$ cat src/rtl/lsacn_pkg.sv
`timescale 1ns / 1ps
`default_nettype none
// ----------------------------------------------------------------------------
// Line sensor ambient cancel and normalize: shared definitions
// Field widths, parameter defaults, register indexes and reset values.
// ----------------------------------------------------------------------------
package lsacn_pkg;

    localparam int NUM_CHANNELS_DEF = 12;
    localparam int AVG_SHIFT_DEF    = 2;
    localparam int SAMPLE_BITS_DEF  = 12;

    localparam int CHAN_W     = 4;
    localparam int CHAN_EXT_W = CHAN_W + 1;
    localparam int FS_W       = 16;
    localparam int QUOT_W     = 16;
    localparam int DIGIT_W    = 4;
    localparam int CFG_AW     = 3;
    localparam int CFG_DW     = 32;

    localparam logic [FS_W-1:0] FULL_SCALE_RST = 16'd1000;
    localparam logic [1:0]      BOTH_READY     = 2'b11;

    typedef enum logic {
        REG_CAL_MODE   = 1'b0,
        REG_FULL_SCALE = 1'b1
    } reg_idx_t;

endpackage
`default_nettype wire

$ cat src/rtl/lsacn_ram.sv
`timescale 1ns / 1ps
`default_nettype none
// ----------------------------------------------------------------------------
// Generic simple dual-port RAM
// One write port, one read port with registered read data.
// ----------------------------------------------------------------------------
module lsacn_ram #(
    parameter int WIDTH = 8,
    parameter int DEPTH = 16
) (
    input  wire logic                     aclk,
    input  wire logic                     we,
    input  wire logic [$clog2(DEPTH)-1:0] waddr,
    input  wire logic [WIDTH-1:0]         wdata,
    input  wire logic [$clog2(DEPTH)-1:0] raddr,
    output logic      [WIDTH-1:0]         rdata
);

    logic [WIDTH-1:0] mem_reg [DEPTH];
    logic [WIDTH-1:0] rdata_reg;

    always_ff @(posedge aclk) begin
        if (we) begin
            mem_reg[waddr] <= wdata;
        end
        rdata_reg <= mem_reg[raddr];
    end

    assign rdata = rdata_reg;

endmodule
`default_nettype wire

$ cat src/rtl/lsacn_norm.sv
`timescale 1ns / 1ps
`default_nettype none
// ----------------------------------------------------------------------------
// Normalization unit
// Computes (offset * full_scale + span/2) / span with a digit-serial
// multiplier (one 4-bit digit of full_scale per cycle) followed by a
// restoring divider that retires one quotient bit per cycle.
// ----------------------------------------------------------------------------
module lsacn_norm #(
    parameter int SAMPLE_BITS = lsacn_pkg::SAMPLE_BITS_DEF
) (
    input  wire logic                          aclk,
    input  wire logic                          aresetn,
    input  wire logic                          start,
    input  wire logic [SAMPLE_BITS-1:0]        offset,
    input  wire logic [SAMPLE_BITS-1:0]        span,
    input  wire logic [lsacn_pkg::FS_W-1:0]    full_scale,
    output logic                               done,
    output logic      [lsacn_pkg::QUOT_W-1:0]  quotient
);
    import lsacn_pkg::*;

    localparam int NUM_W     = SAMPLE_BITS + QUOT_W;
    localparam int MUL_STEPS = FS_W / DIGIT_W;
    localparam int CNT_W     = $clog2(QUOT_W);
    localparam int PART_W    = SAMPLE_BITS + DIGIT_W;

    typedef enum logic [3:0] {
        N_IDLE = 4'b0001,
        N_MUL  = 4'b0010,
        N_RND  = 4'b0100,
        N_DIV  = 4'b1000
    } nstate_t;

    nstate_t                state_reg, state_next;
    logic [CNT_W-1:0]       cnt_reg, cnt_next;
    logic                   done_reg, done_next;
    logic [SAMPLE_BITS-1:0] off_reg, span_reg;
    logic [FS_W-1:0]        dig_reg;
    logic [NUM_W-1:0]       prod_reg;
    logic [SAMPLE_BITS-1:0] rem_reg;
    logic [QUOT_W-1:0]      quo_reg;

    logic [PART_W-1:0]      partial;
    logic [NUM_W-1:0]       num;
    logic [SAMPLE_BITS:0]   trial;
    logic [SAMPLE_BITS:0]   diff;
    logic                   ge;

    assign partial = off_reg * dig_reg[FS_W-1 -: DIGIT_W];
    assign num     = prod_reg + NUM_W'(span_reg >> 1);
    assign trial   = {rem_reg, quo_reg[QUOT_W-1]};
    assign diff    = trial - {1'b0, span_reg};
    assign ge      = trial >= {1'b0, span_reg};

    always_comb begin
        state_next = state_reg;
        cnt_next   = cnt_reg;
        done_next  = 1'b0;
        case (state_reg)
            N_IDLE: begin
                if (start) begin
                    state_next = N_MUL;
                    cnt_next   = '0;
                end
            end
            N_MUL: begin
                cnt_next = cnt_reg + 1'b1;
                if (cnt_reg == CNT_W'(MUL_STEPS - 1)) begin
                    state_next = N_RND;
                end
            end
            N_RND: begin
                state_next = N_DIV;
                cnt_next   = '0;
            end
            N_DIV: begin
                cnt_next = cnt_reg + 1'b1;
                if (cnt_reg == CNT_W'(QUOT_W - 1)) begin
                    state_next = N_IDLE;
                    done_next  = 1'b1;
                end
            end
            default: begin
                state_next = N_IDLE;
            end
        endcase
    end

    always_ff @(posedge aclk) begin
        if (!aresetn) begin
            state_reg <= N_IDLE;
            cnt_reg   <= '0;
            done_reg  <= 1'b0;
        end else begin
            state_reg <= state_next;
            cnt_reg   <= cnt_next;
            done_reg  <= done_next;
        end
    end

    // The top part of the numerator is below the span because the offset is,
    // so the quotient needs exactly QUOT_W restoring steps.
    always_ff @(posedge aclk) begin
        case (state_reg)
            N_IDLE: begin
                if (start) begin
                    off_reg  <= offset;
                    span_reg <= span;
                    dig_reg  <= full_scale;
                    prod_reg <= '0;
                end
            end
            N_MUL: begin
                prod_reg <= (prod_reg << DIGIT_W) + NUM_W'(partial);
                dig_reg  <= dig_reg << DIGIT_W;
            end
            N_RND: begin
                rem_reg <= num[NUM_W-1 -: SAMPLE_BITS];
                quo_reg <= num[QUOT_W-1:0];
            end
            N_DIV: begin
                rem_reg <= ge ? diff[SAMPLE_BITS-1:0] : trial[SAMPLE_BITS-1:0];
                quo_reg <= {quo_reg[QUOT_W-2:0], ge};
            end
            default: begin
                prod_reg <= prod_reg;
            end
        endcase
    end

    assign done     = done_reg;
    assign quotient = quo_reg;

endmodule
`default_nettype wire

$ cat src/rtl/line_sensor_ambient_cancel_normalize.sv
`timescale 1ns / 1ps
`default_nettype none
// ----------------------------------------------------------------------------
// Line sensor ambient cancel and normalize
// Averages lit and dark samples per channel over a window of frames, emits
// the dark-minus-lit level and its min/max normalization to full_scale.
//
//   Port group   Direction  Content
//   s_axis       in         one converter sample word per channel
//   m_axis       out        level, normalized value, channel, calibrated flag
//   APB          in/out     cal_mode (0x0), full_scale (0x4)
//
// A word that produces no result occupies the block for the accept cycle
// and one pass through the accumulator and average RAMs. A word that closes
// a window with a result also occupies it through the min/max update, the
// span check and, when the divider runs, the digit multiplier and restoring
// divider of lsacn_norm; the divider is skipped when the span is missing or
// the level saturates. Reset is synchronous; RAM entries are tracked with
// valid bits, so no clearing pass follows it. A stalled result word waits in
// the output register while the next input word is processed.
// ----------------------------------------------------------------------------
module line_sensor_ambient_cancel_normalize #(
    parameter int NUM_CHANNELS = lsacn_pkg::NUM_CHANNELS_DEF,
    parameter int AVG_SHIFT    = lsacn_pkg::AVG_SHIFT_DEF,
    parameter int SAMPLE_BITS  = lsacn_pkg::SAMPLE_BITS_DEF
) (
    input  wire logic                                 aclk,
    input  wire logic                                 aresetn,
    // s_tdata: sample
    input  wire logic [((SAMPLE_BITS+7)/8)*8-1:0]     s_tdata,
    // s_tuser: led_on, channel
    input  wire logic [lsacn_pkg::CHAN_W:0]           s_tuser,
    input  wire logic                                 s_tlast,
    input  wire logic                                 s_tvalid,
    output logic                                      s_tready,
    // m_tdata: level, normalized
    output logic [((SAMPLE_BITS+lsacn_pkg::FS_W+7)/8)*8-1:0] m_tdata,
    // m_tuser: out_channel, calibrated
    output logic [lsacn_pkg::CHAN_W:0]                m_tuser,
    output logic                                      m_tvalid,
    input  wire logic                                 m_tready,
    input  wire logic                                 psel,
    input  wire logic                                 penable,
    input  wire logic                                 pwrite,
    input  wire logic [lsacn_pkg::CFG_AW-1:0]         paddr,
    input  wire logic [lsacn_pkg::CFG_DW-1:0]         pwdata,
    output logic      [lsacn_pkg::CFG_DW-1:0]         prdata,
    output logic                                      pready
);
    import lsacn_pkg::*;

    localparam int CH_IDX_W  = $clog2(NUM_CHANNELS);
    localparam int RAM_AW    = CH_IDX_W + 1;
    localparam int RAM_DEPTH = 2 ** RAM_AW;
    localparam int ACC_W     = SAMPLE_BITS + AVG_SHIFT;
    localparam int FCNT_W    = (AVG_SHIFT > 0) ? AVG_SHIFT : 1;
    localparam int M_DATA_W  = ((SAMPLE_BITS + FS_W + 7) / 8) * 8;
    localparam logic [FCNT_W-1:0] LAST_FRAME = FCNT_W'((1 << AVG_SHIFT) - 1);

    typedef enum logic [5:0] {
        S_IDLE   = 6'b000001,
        S_READ   = 6'b000010,
        S_MINMAX = 6'b000100,
        S_SPAN   = 6'b001000,
        S_NORM   = 6'b010000,
        S_DONE   = 6'b100000
    } state_t;

    state_t state_reg, state_next;

    // Configuration registers
    logic            cal_mode_reg;
    logic [FS_W-1:0] fs_reg;
    logic            cfg_wr;

    // Latched input word
    logic                   phase_reg;
    logic [CHAN_W-1:0]      ch_reg;
    logic [SAMPLE_BITS-1:0] smp_reg;
    logic                   fend_reg;

    // Window state
    logic [FCNT_W-1:0]      fcnt_reg [2];
    logic [1:0]             rb_reg;
    logic [1:0]             rb_set;
    logic [RAM_DEPTH-1:0]   acc_vld_reg;
    logic [RAM_DEPTH-1:0]   avg_vld_reg;
    logic [SAMPLE_BITS-1:0] max_reg [NUM_CHANNELS];
    logic [SAMPLE_BITS-1:0] min_reg [NUM_CHANNELS];

    // Result path
    logic [SAMPLE_BITS-1:0] level_reg;
    logic [FS_W-1:0]        norm_reg;
    logic                   cal_reg;
    logic                   out_vld_reg;
    logic [SAMPLE_BITS-1:0] level_out_reg;
    logic [FS_W-1:0]        norm_out_reg;
    logic [CHAN_W-1:0]      chan_out_reg;
    logic                   cal_out_reg;

    // Input side
    logic                   in_acc;
    logic                   in_led;
    logic [CHAN_EXT_W-1:0]  in_ch_ext;
    logic [RAM_AW-1:0]      acc_raddr, avg_raddr;

    // Read pass
    logic [CHAN_EXT_W-1:0]  ch_ext;
    logic [CH_IDX_W-1:0]    ch_idx;
    logic [RAM_AW-1:0]      addr_own, addr_oth;
    logic [ACC_W-1:0]       acc_rdata, acc_old, acc_sum, acc_wdata;
    logic [SAMPLE_BITS-1:0] avg_rdata, oth_avg, new_avg;
    logic [SAMPLE_BITS-1:0] dark, lit, lvl;
    logic                   in_range, last, emit;
    logic                   acc_we, avg_we;

    // Span pass
    logic [SAMPLE_BITS-1:0] lo, hi, span, offset;
    logic                   span_ok, cal_next, sat;
    logic                   norm_start, norm_done;
    logic [QUOT_W-1:0]      norm_quot;
    logic                   out_load;

    // ------------------------------------------------------------------
    // Configuration port
    // ------------------------------------------------------------------
    assign pready = 1'b1;
    assign cfg_wr = psel && penable && pwrite && pready;

    always_ff @(posedge aclk) begin
        if (!aresetn) begin
            cal_mode_reg <= 1'b0;
            fs_reg       <= FULL_SCALE_RST;
        end else if (cfg_wr) begin
            case (reg_idx_t'(paddr[2]))
                REG_CAL_MODE:   cal_mode_reg <= pwdata[0];
                REG_FULL_SCALE: fs_reg       <= pwdata[FS_W-1:0];
                default:        cal_mode_reg <= cal_mode_reg;
            endcase
        end
    end

    always_comb begin
        case (reg_idx_t'(paddr[2]))
            REG_CAL_MODE:   prdata = CFG_DW'(cal_mode_reg);
            REG_FULL_SCALE: prdata = CFG_DW'(fs_reg);
            default:        prdata = '0;
        endcase
    end

    // ------------------------------------------------------------------
    // Input word and RAM reads
    // ------------------------------------------------------------------
    assign s_tready  = (state_reg == S_IDLE);
    assign in_acc    = s_tvalid && s_tready;
    assign in_led    = s_tuser[0];
    assign in_ch_ext = {1'b0, s_tuser[CHAN_W:1]};
    assign acc_raddr = {in_led, in_ch_ext[CH_IDX_W-1:0]};
    assign avg_raddr = {~in_led, in_ch_ext[CH_IDX_W-1:0]};

    always_ff @(posedge aclk) begin
        if (in_acc) begin
            phase_reg <= in_led;
            ch_reg    <= s_tuser[CHAN_W:1];
            smp_reg   <= s_tdata[SAMPLE_BITS-1:0];
            fend_reg  <= s_tlast;
        end
    end

    lsacn_ram #(
        .WIDTH (ACC_W),
        .DEPTH (RAM_DEPTH)
    ) u_acc_ram (
        .aclk  (aclk),
        .we    (acc_we),
        .waddr (addr_own),
        .wdata (acc_wdata),
        .raddr (acc_raddr),
        .rdata (acc_rdata)
    );

    lsacn_ram #(
        .WIDTH (SAMPLE_BITS),
        .DEPTH (RAM_DEPTH)
    ) u_avg_ram (
        .aclk  (aclk),
        .we    (avg_we),
        .waddr (addr_own),
        .wdata (new_avg),
        .raddr (avg_raddr),
        .rdata (avg_rdata)
    );

    // ------------------------------------------------------------------
    // Accumulate, close the window and form the level
    // ------------------------------------------------------------------
    assign ch_ext   = {1'b0, ch_reg};
    assign ch_idx   = ch_ext[CH_IDX_W-1:0];
    assign addr_own = {phase_reg, ch_idx};
    assign addr_oth = {~phase_reg, ch_idx};
    assign in_range = 32'(ch_ext) < 32'(NUM_CHANNELS);
    assign last     = fcnt_reg[phase_reg] >= LAST_FRAME;

    assign acc_old   = acc_vld_reg[addr_own] ? acc_rdata : '0;
    assign acc_sum   = acc_old + ACC_W'(smp_reg);
    assign new_avg   = acc_sum[AVG_SHIFT +: SAMPLE_BITS];
    assign acc_wdata = last ? '0 : acc_sum;
    assign oth_avg   = avg_vld_reg[addr_oth] ? avg_rdata : '0;

    assign dark = phase_reg ? oth_avg : new_avg;
    assign lit  = phase_reg ? new_avg : oth_avg;
    assign lvl  = (dark > lit) ? dark - lit : '0;

    assign acc_we = (state_reg == S_READ) && in_range;
    assign avg_we = acc_we && last;
    assign emit   = avg_we && rb_reg[~phase_reg];
    assign rb_set = rb_reg | (2'b01 << phase_reg);

    always_ff @(posedge aclk) begin
        if (!aresetn) begin
            acc_vld_reg <= '0;
            avg_vld_reg <= '0;
            rb_reg      <= '0;
            fcnt_reg[0] <= '0;
            fcnt_reg[1] <= '0;
        end else if (state_reg == S_READ) begin
            if (acc_we) begin
                acc_vld_reg[addr_own] <= 1'b1;
            end
            if (avg_we) begin
                avg_vld_reg[addr_own] <= 1'b1;
            end
            // The emit decision above uses the ready bits before this update.
            if (fend_reg) begin
                if (last) begin
                    fcnt_reg[phase_reg] <= '0;
                    rb_reg <= (rb_set == BOTH_READY) ? 2'b00 : rb_set;
                end else begin
                    fcnt_reg[phase_reg] <= fcnt_reg[phase_reg] + 1'b1;
                end
            end
        end
    end

    always_ff @(posedge aclk) begin
        if (emit) begin
            level_reg <= lvl;
        end
    end

    // ------------------------------------------------------------------
    // Calibration and normalization
    // ------------------------------------------------------------------
    always_ff @(posedge aclk) begin
        if (!aresetn) begin
            for (int i = 0; i < NUM_CHANNELS; i++) begin
                max_reg[i] <= '0;
                min_reg[i] <= '1;
            end
        end else if (state_reg == S_MINMAX && cal_mode_reg) begin
            if (level_reg > max_reg[ch_idx]) begin
                max_reg[ch_idx] <= level_reg;
            end
            if (level_reg < min_reg[ch_idx]) begin
                min_reg[ch_idx] <= level_reg;
            end
        end
    end

    assign lo       = min_reg[ch_idx];
    assign hi       = max_reg[ch_idx];
    assign span_ok  = hi > lo;
    assign cal_next = span_ok && (FS_W'(hi) <= fs_reg);
    assign span     = hi - lo;
    assign offset   = (level_reg > lo) ? level_reg - lo : '0;
    assign sat      = offset >= span;

    assign norm_start = (state_reg == S_SPAN) && span_ok && !sat;

    lsacn_norm #(
        .SAMPLE_BITS (SAMPLE_BITS)
    ) u_norm (
        .aclk       (aclk),
        .aresetn    (aresetn),
        .start      (norm_start),
        .offset     (offset),
        .span       (span),
        .full_scale (fs_reg),
        .done       (norm_done),
        .quotient   (norm_quot)
    );

    always_ff @(posedge aclk) begin
        if (state_reg == S_SPAN) begin
            cal_reg <= cal_next;
            if (!span_ok) begin
                norm_reg <= FS_W'(level_reg);
            end else if (sat) begin
                norm_reg <= fs_reg;
            end
        end else if (state_reg == S_NORM && norm_done) begin
            norm_reg <= norm_quot;
        end
    end

    // ------------------------------------------------------------------
    // Sequencer
    // ------------------------------------------------------------------
    assign out_load = (state_reg == S_DONE) && (!out_vld_reg || m_tready);

    always_comb begin
        state_next = state_reg;
        case (state_reg)
            S_IDLE: begin
                if (in_acc) begin
                    state_next = S_READ;
                end
            end
            S_READ: begin
                state_next = emit ? S_MINMAX : S_IDLE;
            end
            S_MINMAX: begin
                state_next = S_SPAN;
            end
            S_SPAN: begin
                state_next = norm_start ? S_NORM : S_DONE;
            end
            S_NORM: begin
                if (norm_done) begin
                    state_next = S_DONE;
                end
            end
            S_DONE: begin
                if (out_load) begin
                    state_next = S_IDLE;
                end
            end
            default: begin
                state_next = S_IDLE;
            end
        endcase
    end

    always_ff @(posedge aclk) begin
        if (!aresetn) begin
            state_reg <= S_IDLE;
        end else begin
            state_reg <= state_next;
        end
    end

    // ------------------------------------------------------------------
    // Output register
    // ------------------------------------------------------------------
    always_ff @(posedge aclk) begin
        if (!aresetn) begin
            out_vld_reg <= 1'b0;
        end else if (out_load) begin
            out_vld_reg <= 1'b1;
        end else if (m_tready) begin
            out_vld_reg <= 1'b0;
        end
    end

    always_ff @(posedge aclk) begin
        if (out_load) begin
            level_out_reg <= level_reg;
            norm_out_reg  <= norm_reg;
            chan_out_reg  <= ch_reg;
            cal_out_reg   <= cal_reg;
        end
    end

    assign m_tvalid = out_vld_reg;
    assign m_tdata  = M_DATA_W'({norm_out_reg, level_out_reg});
    assign m_tuser  = {cal_out_reg, chan_out_reg};

    // ------------------------------------------------------------------
    // Assertions
    // ------------------------------------------------------------------
    a_ready_not_both: assert property (@(posedge aclk) disable iff (!aresetn)
        rb_reg != BOTH_READY)
        else $error("both phase ready bits left set after a window update");

    a_fcnt_bound: assert property (@(posedge aclk) disable iff (!aresetn)
        (fcnt_reg[0] <= LAST_FRAME) && (fcnt_reg[1] <= LAST_FRAME))
        else $error("frame count ran past the last frame of the window");

    a_accept_reads: assert property (@(posedge aclk) disable iff (!aresetn)
        in_acc |=> (state_reg == S_READ))
        else $error("accepted word did not enter the RAM pass");

    a_done_in_norm: assert property (@(posedge aclk) disable iff (!aresetn)
        norm_done |-> (state_reg == S_NORM))
        else $error("divider finished while the sequencer was not waiting");

    a_load_free: assert property (@(posedge aclk) disable iff (!aresetn)
        out_load |-> (!out_vld_reg || m_tready))
        else $error("output register overwritten while holding a word");

endmodule
`default_nettype wire

$ cat config.mk
export PLATFORM = sky130hd
export DESIGN_NAME = line_sensor_ambient_cancel_normalize
export DESIGN_NICKNAME = d
export VERILOG_FILES = /design/src/rtl/lsacn_pkg.sv /design/src/rtl/lsacn_ram.sv /design/src/rtl/lsacn_norm.sv /design/src/rtl/line_sensor_ambient_cancel_normalize.sv
export SDC_FILE = /design/constraint.sdc
export NUM_CORES = 2
export LEC_CHECK = 0
export ABC_AREA = 0
export BUFFER_PORTS_ARGS = -buffer_cell sky130_fd_sc_hd__buf_2
export CORE_ASPECT_RATIO = 0.75
export CORE_UTILIZATION = 63
export DETAILED_ROUTE_END_ITERATION = 7
export MAX_ROUTING_LAYER = met4
export PLACE_DENSITY = 0.8
export SLEW_MARGIN = 30
export SYNTH_ARGS = -nofsm -noshare
export SYNTH_HDL_FRONTEND = slang
export SYNTH_SLANG_ARGS = --single-unit
$ cat constraint.sdc
create_clock -name aclk -period 9.2 [get_ports aclk]
set_clock_uncertainty 0.15 [all_clocks]
set_input_delay 1.84 -clock aclk [delete_from_list [all_inputs] [get_ports aclk]]
set_output_delay 1.84 -clock aclk [all_outputs]
set_load 0.005 [all_outputs]
# Word level (Yosys, flattened, before mapping)
# Memories as Yosys holds them, arrays and structs flattened. A register that Yosys moved wholly into a read port is not among the register bits.
# Cells that the tools add are included.
classes:
  addsub: 9
  multipliers: 1
  order_cmp: 14
  eq_ne: 20
  shifts: 1
  n_mux: 78
  bitwise_logic: 7
  n_reduce_logical: 37
ops:
  columns: ["op", "n"]
  rows:
  - ["12-bit 2-to-1 mux", 7]
  - ["16-bit 2-to-1 mux", 5]
  - ["32-bit OR", 2]
  - ["16-bit case mux with 2 select lines", 2]
  - ["32-bit case mux with 2 select lines", 1]
  - ["28-bit case mux with 2 select lines", 1]
  - ["12-bit > comparator", 4]
  - ["12-bit subtractor", 4]
  - ["1-bit 2-to-1 mux", 36]
  - ["6-bit case mux with 6 select lines", 1]
  - ["4-bit 2-to-1 mux", 8]
  - ["28-bit by 11-bit adder with 28-bit output", 1]
  - ["28-bit by 16-bit adder with 28-bit output", 1]
  - ["14-bit 2-to-1 mux", 2]
  - ["28-bit 2-to-1 mux", 1]
  - ["6-bit 2-to-1 mux", 4]
  - ["12-bit case mux with 2 select lines", 1]
  - ["12-bit OR reduction", 2]
  - ["2-bit AND reduction", 9]
  - ["12-bit by 16-bit less-or-equal comparator with 1-bit output", 1]
  - ["12-bit by 4-bit multiplier with 16-bit output", 1]
  - ["4-bit case mux with 4 select lines", 1]
  - ["14-bit by 12-bit adder with 14-bit output", 1]
  - ["13-bit by 12-bit greater-or-equal comparator with 1-bit output", 1]
  - ["other kinds (39)", 70]
totals:
  ff_bits: 275
  mem_bits_rw: 1124
  input_bits: 64
  output_inout_bits: 72
  wordCells: 199
  memories: 5
memory_table:
  columns: ["memory", "words", "width", "read_ports", "rd_ports_with_merged_regs", "write_ports", "line_no", "text"]
  rows:
  - ["u_acc_ram.mem_reg", 32, 14, 1, 1, 1, "lsacn_ram.sv:19", "logic [WIDTH-1:0] mem_reg [DEPTH];"]
  - ["u_avg_ram.mem_reg", 32, 12, 1, 1, 1, "lsacn_ram.sv:19", null]
  - ["max_reg", 12, 12, 1, 1, 12, "line_sensor_ambient_cancel_normalize.sv:88", "logic [SAMPLE_BITS-1:0] max_reg [NUM_CHANNELS];"]
  - ["min_reg", 12, 12, 1, 1, 12, "line_sensor_ambient_cancel_normalize.sv:89", "logic [SAMPLE_BITS-1:0] min_reg [NUM_CHANNELS];"]
  - ["fcnt_reg", 2, 2, 1, 1, 2, "line_sensor_ambient_cancel_normalize.sv:83", "logic [FCNT_W-1:0] fcnt_reg [2];"]

# Logic depth before layout (Yosys ltp)
logic_depth:
  word_depth: 9
  depth_mapped: 26

# By module
# A second synthesis with hierarchy kept.
unflattened:
  cells_unflattened: 4714
  hier_area_um2: 68570.8
by_module_without_submodules:
  columns: ["module", "n_inst", "cells_per_inst", "area_each_um2", "seq_area_each_um2"]
  rows:
  - ["line_sensor_ambient_cancel_normalize", 1, 2072, 27431.3, 15955.3]
  - ["lsacn_ram (u_acc_ram)", 1, 1006, 18011.0, 13733.2]
  - ["lsacn_ram (u_avg_ram)", 1, 868, 15468.6, 11771.3]
  - ["lsacn_norm", 1, 768, 7659.8, 3062.9]

# Worst setup path before layout
# OpenSTA, ideal clock, no wires.
synth_timing:
  path_type: "register -> register"
  from: "register with a tool-made name"
  to: "register u_norm.dig_reg[0], enable pin"
  setup_time_ns: 0.402
  t_arrival_ns: 6.471
  required_ns: 8.648
  setup_slack_ns: 2.177
  stages_incl_launch_ff: 25
  n_path_buf: 5
  period_less_slack_ns: 7.023
  path_cell_list: "dfxtp_1 -> clkbuf_1 -> buf_2 -> buf_2 -> mux4_2 -> mux4_2 -> ha_1 -> fa_1 -> nor2b_1 -> o21ai_0 -> a21oi_1 -> o31ai_1 -> a21bo_2 -> buf_4 -> a21o_1 -> buf_2 -> nor2_1 -> ha_1 -> a21o_1 -> a21o_1 -> a2111o_1 -> a21oi_1 -> nor2b_2 -> nand2_1 -> nand2_1"
synth_rtl:
  columns: ["item", "line_no", "text"]
  rows:
  - ["end signal: assignment", "lsacn_norm.sv:110", "dig_reg <= full_scale;"]
  - ["end signal: assignment", "lsacn_norm.sv:116", "dig_reg <= dig_reg << DIGIT_W;"]
  - ["end: declaration", "lsacn_norm.sv:39", "logic [FS_W-1:0] dig_reg;"]

==> impl_metrics.toml <==
[yosys]
syn_area_sq_um = 66700
yosysUniqueCellTypes = 84
ys.flop_type = "edfxtp_1"
avgSynthCellArea_sq_um = 16.5
ys_async_sr_fraction_pct = 0
ys_warn_count = 0
ys_ff_latch = 1526
yosysMostFrequentCell = "edfxtp_1"
yosys-top-cells-count = "1396 x edfxtp_1, 389 x mux4_2, 248 x nor2_1, 195 x nand2_1, 189 x and2_1"
synth_area_leader_cell = "edfxtp_1"
syn_inst = 4044
synth-edff-count = 1396
synth_area_leaders = "edfxtp_1 63%, mux4_2 13%, dfxtp_1 3.9%, ha_1 2.5%, and2_1 1.8%"
yosysTopAreaCellShare_pct = 62.8
synth_seq_area_share_pct = 66.7

[critical_path]
cp.arrival_ns = 7.88
path_max_fanout = 33
r2r-end = "u_norm.prod_reg[27]"
critPathRequiredTime_ns = 9.53
cp-start-kind = "register"
cp_num_buf_inv = 3
endpoint_kind = "register"
cp_top_family = "compound AO/OA/AOI/OAI gates"
cp_slowest_cell = "dfxtp_4"
crit_type = "register to register"
r2r.worst_path.cells = 21
path_cells = "buf_12 -> mux4_2 -> mux4_2 -> inv_1 -> ha_1 -> nor2b_1 -> o21ai_0 -> a21boi_0 -> o41ai_1 -> o21ai_0 -> a21oi_1 -> xor2_1 -> ha_1 -> a21o_1 -> a21o_1 -> a2111o_1 -> a21oi_1 -> nor2b_2 -> nand2_1 -> nand2_2 -> buf_4"
rrSetupSlack_ns = 1.65
slowest_delay_ns = 0.78

[floorplan]
core-area_sq_um = 104000
pin_count = 136
die_area_sq_um = 107000
die_w_um = 378
chipHeight_um = 284
rows = 102
start_util_pct = 64.1

[global_route]
grt_pass1_wl_mm = 237
first_global_vias = 37305
grt_max_degree = 113
grt.total_usage_pct = 31.2
grt-ovfl-total = 0
antenna_found_initial = 2

[sta]
slew_headroom_pct = 30.9
fmax_ghz = 0.133
fin_crit_sh_pct = 82.0
fin_ws_ns = 1.65
worstMarginPinSlew_ns = 1.04
rsz0062_at_grt = "false"
maxSlewViolCount = 0
setup_viol = 0
fin_setup_tns_ns = 0
finalHoldViolations = 0
fin_crit_ns = 7.55

[placement]
place_congestion = 0.916
portBuffers = 92
dpl_worst_slack_ns = 1.76
dp_hpwl_mm = 94.6

[finish]
seqCellArea_sq_um = 44500
fillers = 6237
syn_to_final_growth_pct = 11.7
finalNetCount = 4622
drive_gt1_share_pct = 22.8
multi_input_area_sq_um = 21600
largest_reg_flops = 448

[drt]
wl_per_cell_um = 26.9
drc = 0
routed_wl_mm = 159
drt_pre_antenna_iters = 5
routed_via_density = 6.35
vias = 37541
drt.antenna.violating_nets = 0
first_iter_violations = 4708

[pwr]
p_int_uw = 12400
p_comb_share_pct = 13.1
p_leak_uw = 0.0257
powerDensity_nw_per_um2 = 223
p_sw_share_pct = 25.1
seq_power_share_pct = 50.8
p_sw_uw = 4160
ir_drop_v = 0.000222
clockPowerShare_pct = 36.0

[clock_tree]
cts_num_sinks = 1526
cts_tree = "built"
clk_latency_ns = 0.79
ctsLongestPathBuffers = 3
cts-buffers-inserted = 138
post_cts_buffers = 0
cts-resized-gates = 0
htree_num_levels = 4
clk_pin_slew_ns = 0.06
cts_hold_buf = 0
root_buffer = "clkbuf_16"

[worst_hold_path]
min_from = "norm_reg[14]"
hold_depth = 0
hold_path.class = "register to register"
min_to = "norm_out_reg[14]"

[run]
drv_cap = 0

[run_status]
outcome = "completed"
[per-layer routing]
metal	global-route usage, %	part of all wire [%]	vias to the layer above
li1	-	-	16026
met1	42.8	39	19037
met2	47.7	48	2132
met3	5.93	9.9	346
met4	10.3	3.1	0
met5	-	0	-
[placed cells by master, fill, tap and decap left out, types with 27 or more instances in the layout]
cell type     n
nor2_1      224
clkinv_1     27
clkbuf_16   141
o21ai_0     108
nand2b_1     48
nand2_1     194
buf_2        88
fa_1         37
clkbuf_1     27
mux4_2      389
inv_1       132
dfxtp_1     128
nand3_1      39
or2_2       120
and2_1      189
o21a_1       46
mux2i_1      30
ha_1        133
xnor2_1      41
xor2_1       45
mux2_2       39
edfxtp_1   1396
nor3_1       59
nand4_1      28
buf_4       108
nor2_2       33
conb_1      229
a21oi_1     101
[metrics by stage]
stage	instance area [sq um]	utilization [%]	hold slack [ns]	std cells	power (uW)
2_1_floorplan	67600	-	0.250	4271	9960
3_3_place_gp	69800	67.1	0.252	5649	10600
3_5_place_dp	69800	67.1	0.256	5651	10700
4_1_cts	74500	71.6	0.269	5905	16600
5_1_grt	74500	71.6	0.279	5909	17000
6_report	74500	71.6	0.270	5910	16600
[final cells by class]
class | count | share of cell area, %
sequential | 1526 | 59.8
timing repair buffer | 207 | 1.95
clock buffer | 173 | 4.96
multi-input combinational | 2373 | 29.0
tap | 1404 | 2.36
inverter | 142 | 0.715
clock inverter | 81 | 1.26
antenna | 4 | 0.0134
[how the worst max path moves through the flow]
stage | cells past startpoint | from | to | slack (ns)
global placement | 20 | register | u_norm.prod_reg[27] | 1.86
detailed placement | 21 | register | u_norm.prod_reg[25] | 1.76
floorplan | 24 | register | u_norm.dig_reg[0] | 2.18
finish | 21 | register | u_norm.prod_reg[27] | 1.65
global route | 20 | register | u_norm.prod_reg[27] | 1.28
CTS | 21 | register | u_norm.prod_reg[27] | 1.73
[worst register-to-register path, stage by stage (launching register included)]
cell and delay [ns]:
dfxtp_4 0.78, buf_12 0.32, mux4_2 0.60, mux4_2 0.55, inv_1 0.12, ha_1 0.24, nor2b_1 0.13, o21ai_0 0.22
a21boi_0 0.20, o41ai_1 0.55, o21ai_0 0.17, a21oi_1 0.32, xor2_1 0.28, ha_1 0.30, a21o_1 0.19, a21o_1 0.17
a2111o_1 0.40, a21oi_1 0.14, nor2b_2 0.30, nand2_1 0.16, nand2_2 0.65, buf_4 0.32
[power by group through the flow]
stage,logic (uW),clock network [uW],registers [uW]
detailed placement,2120,0,8570
global placement,2040,0,8540
finish,2180,5980,8420
CTS,2150,6020,8430
global route,2340,6250,8450
floorplan,1490,0,8470
[logic make-up after synthesis]
family	share of synthesized area, %
adder cells (fa/ha/maj)	3.61
multiplexers	14.4
AO/OA/AOI/OAI	3.85
AND/OR/NAND/NOR	7.87
flip-flops	66.7
other	0.0113
XOR/XNOR	1.13
buffers and inverters	2.39
No activity file was read; power rests on OpenSTA's default activity.
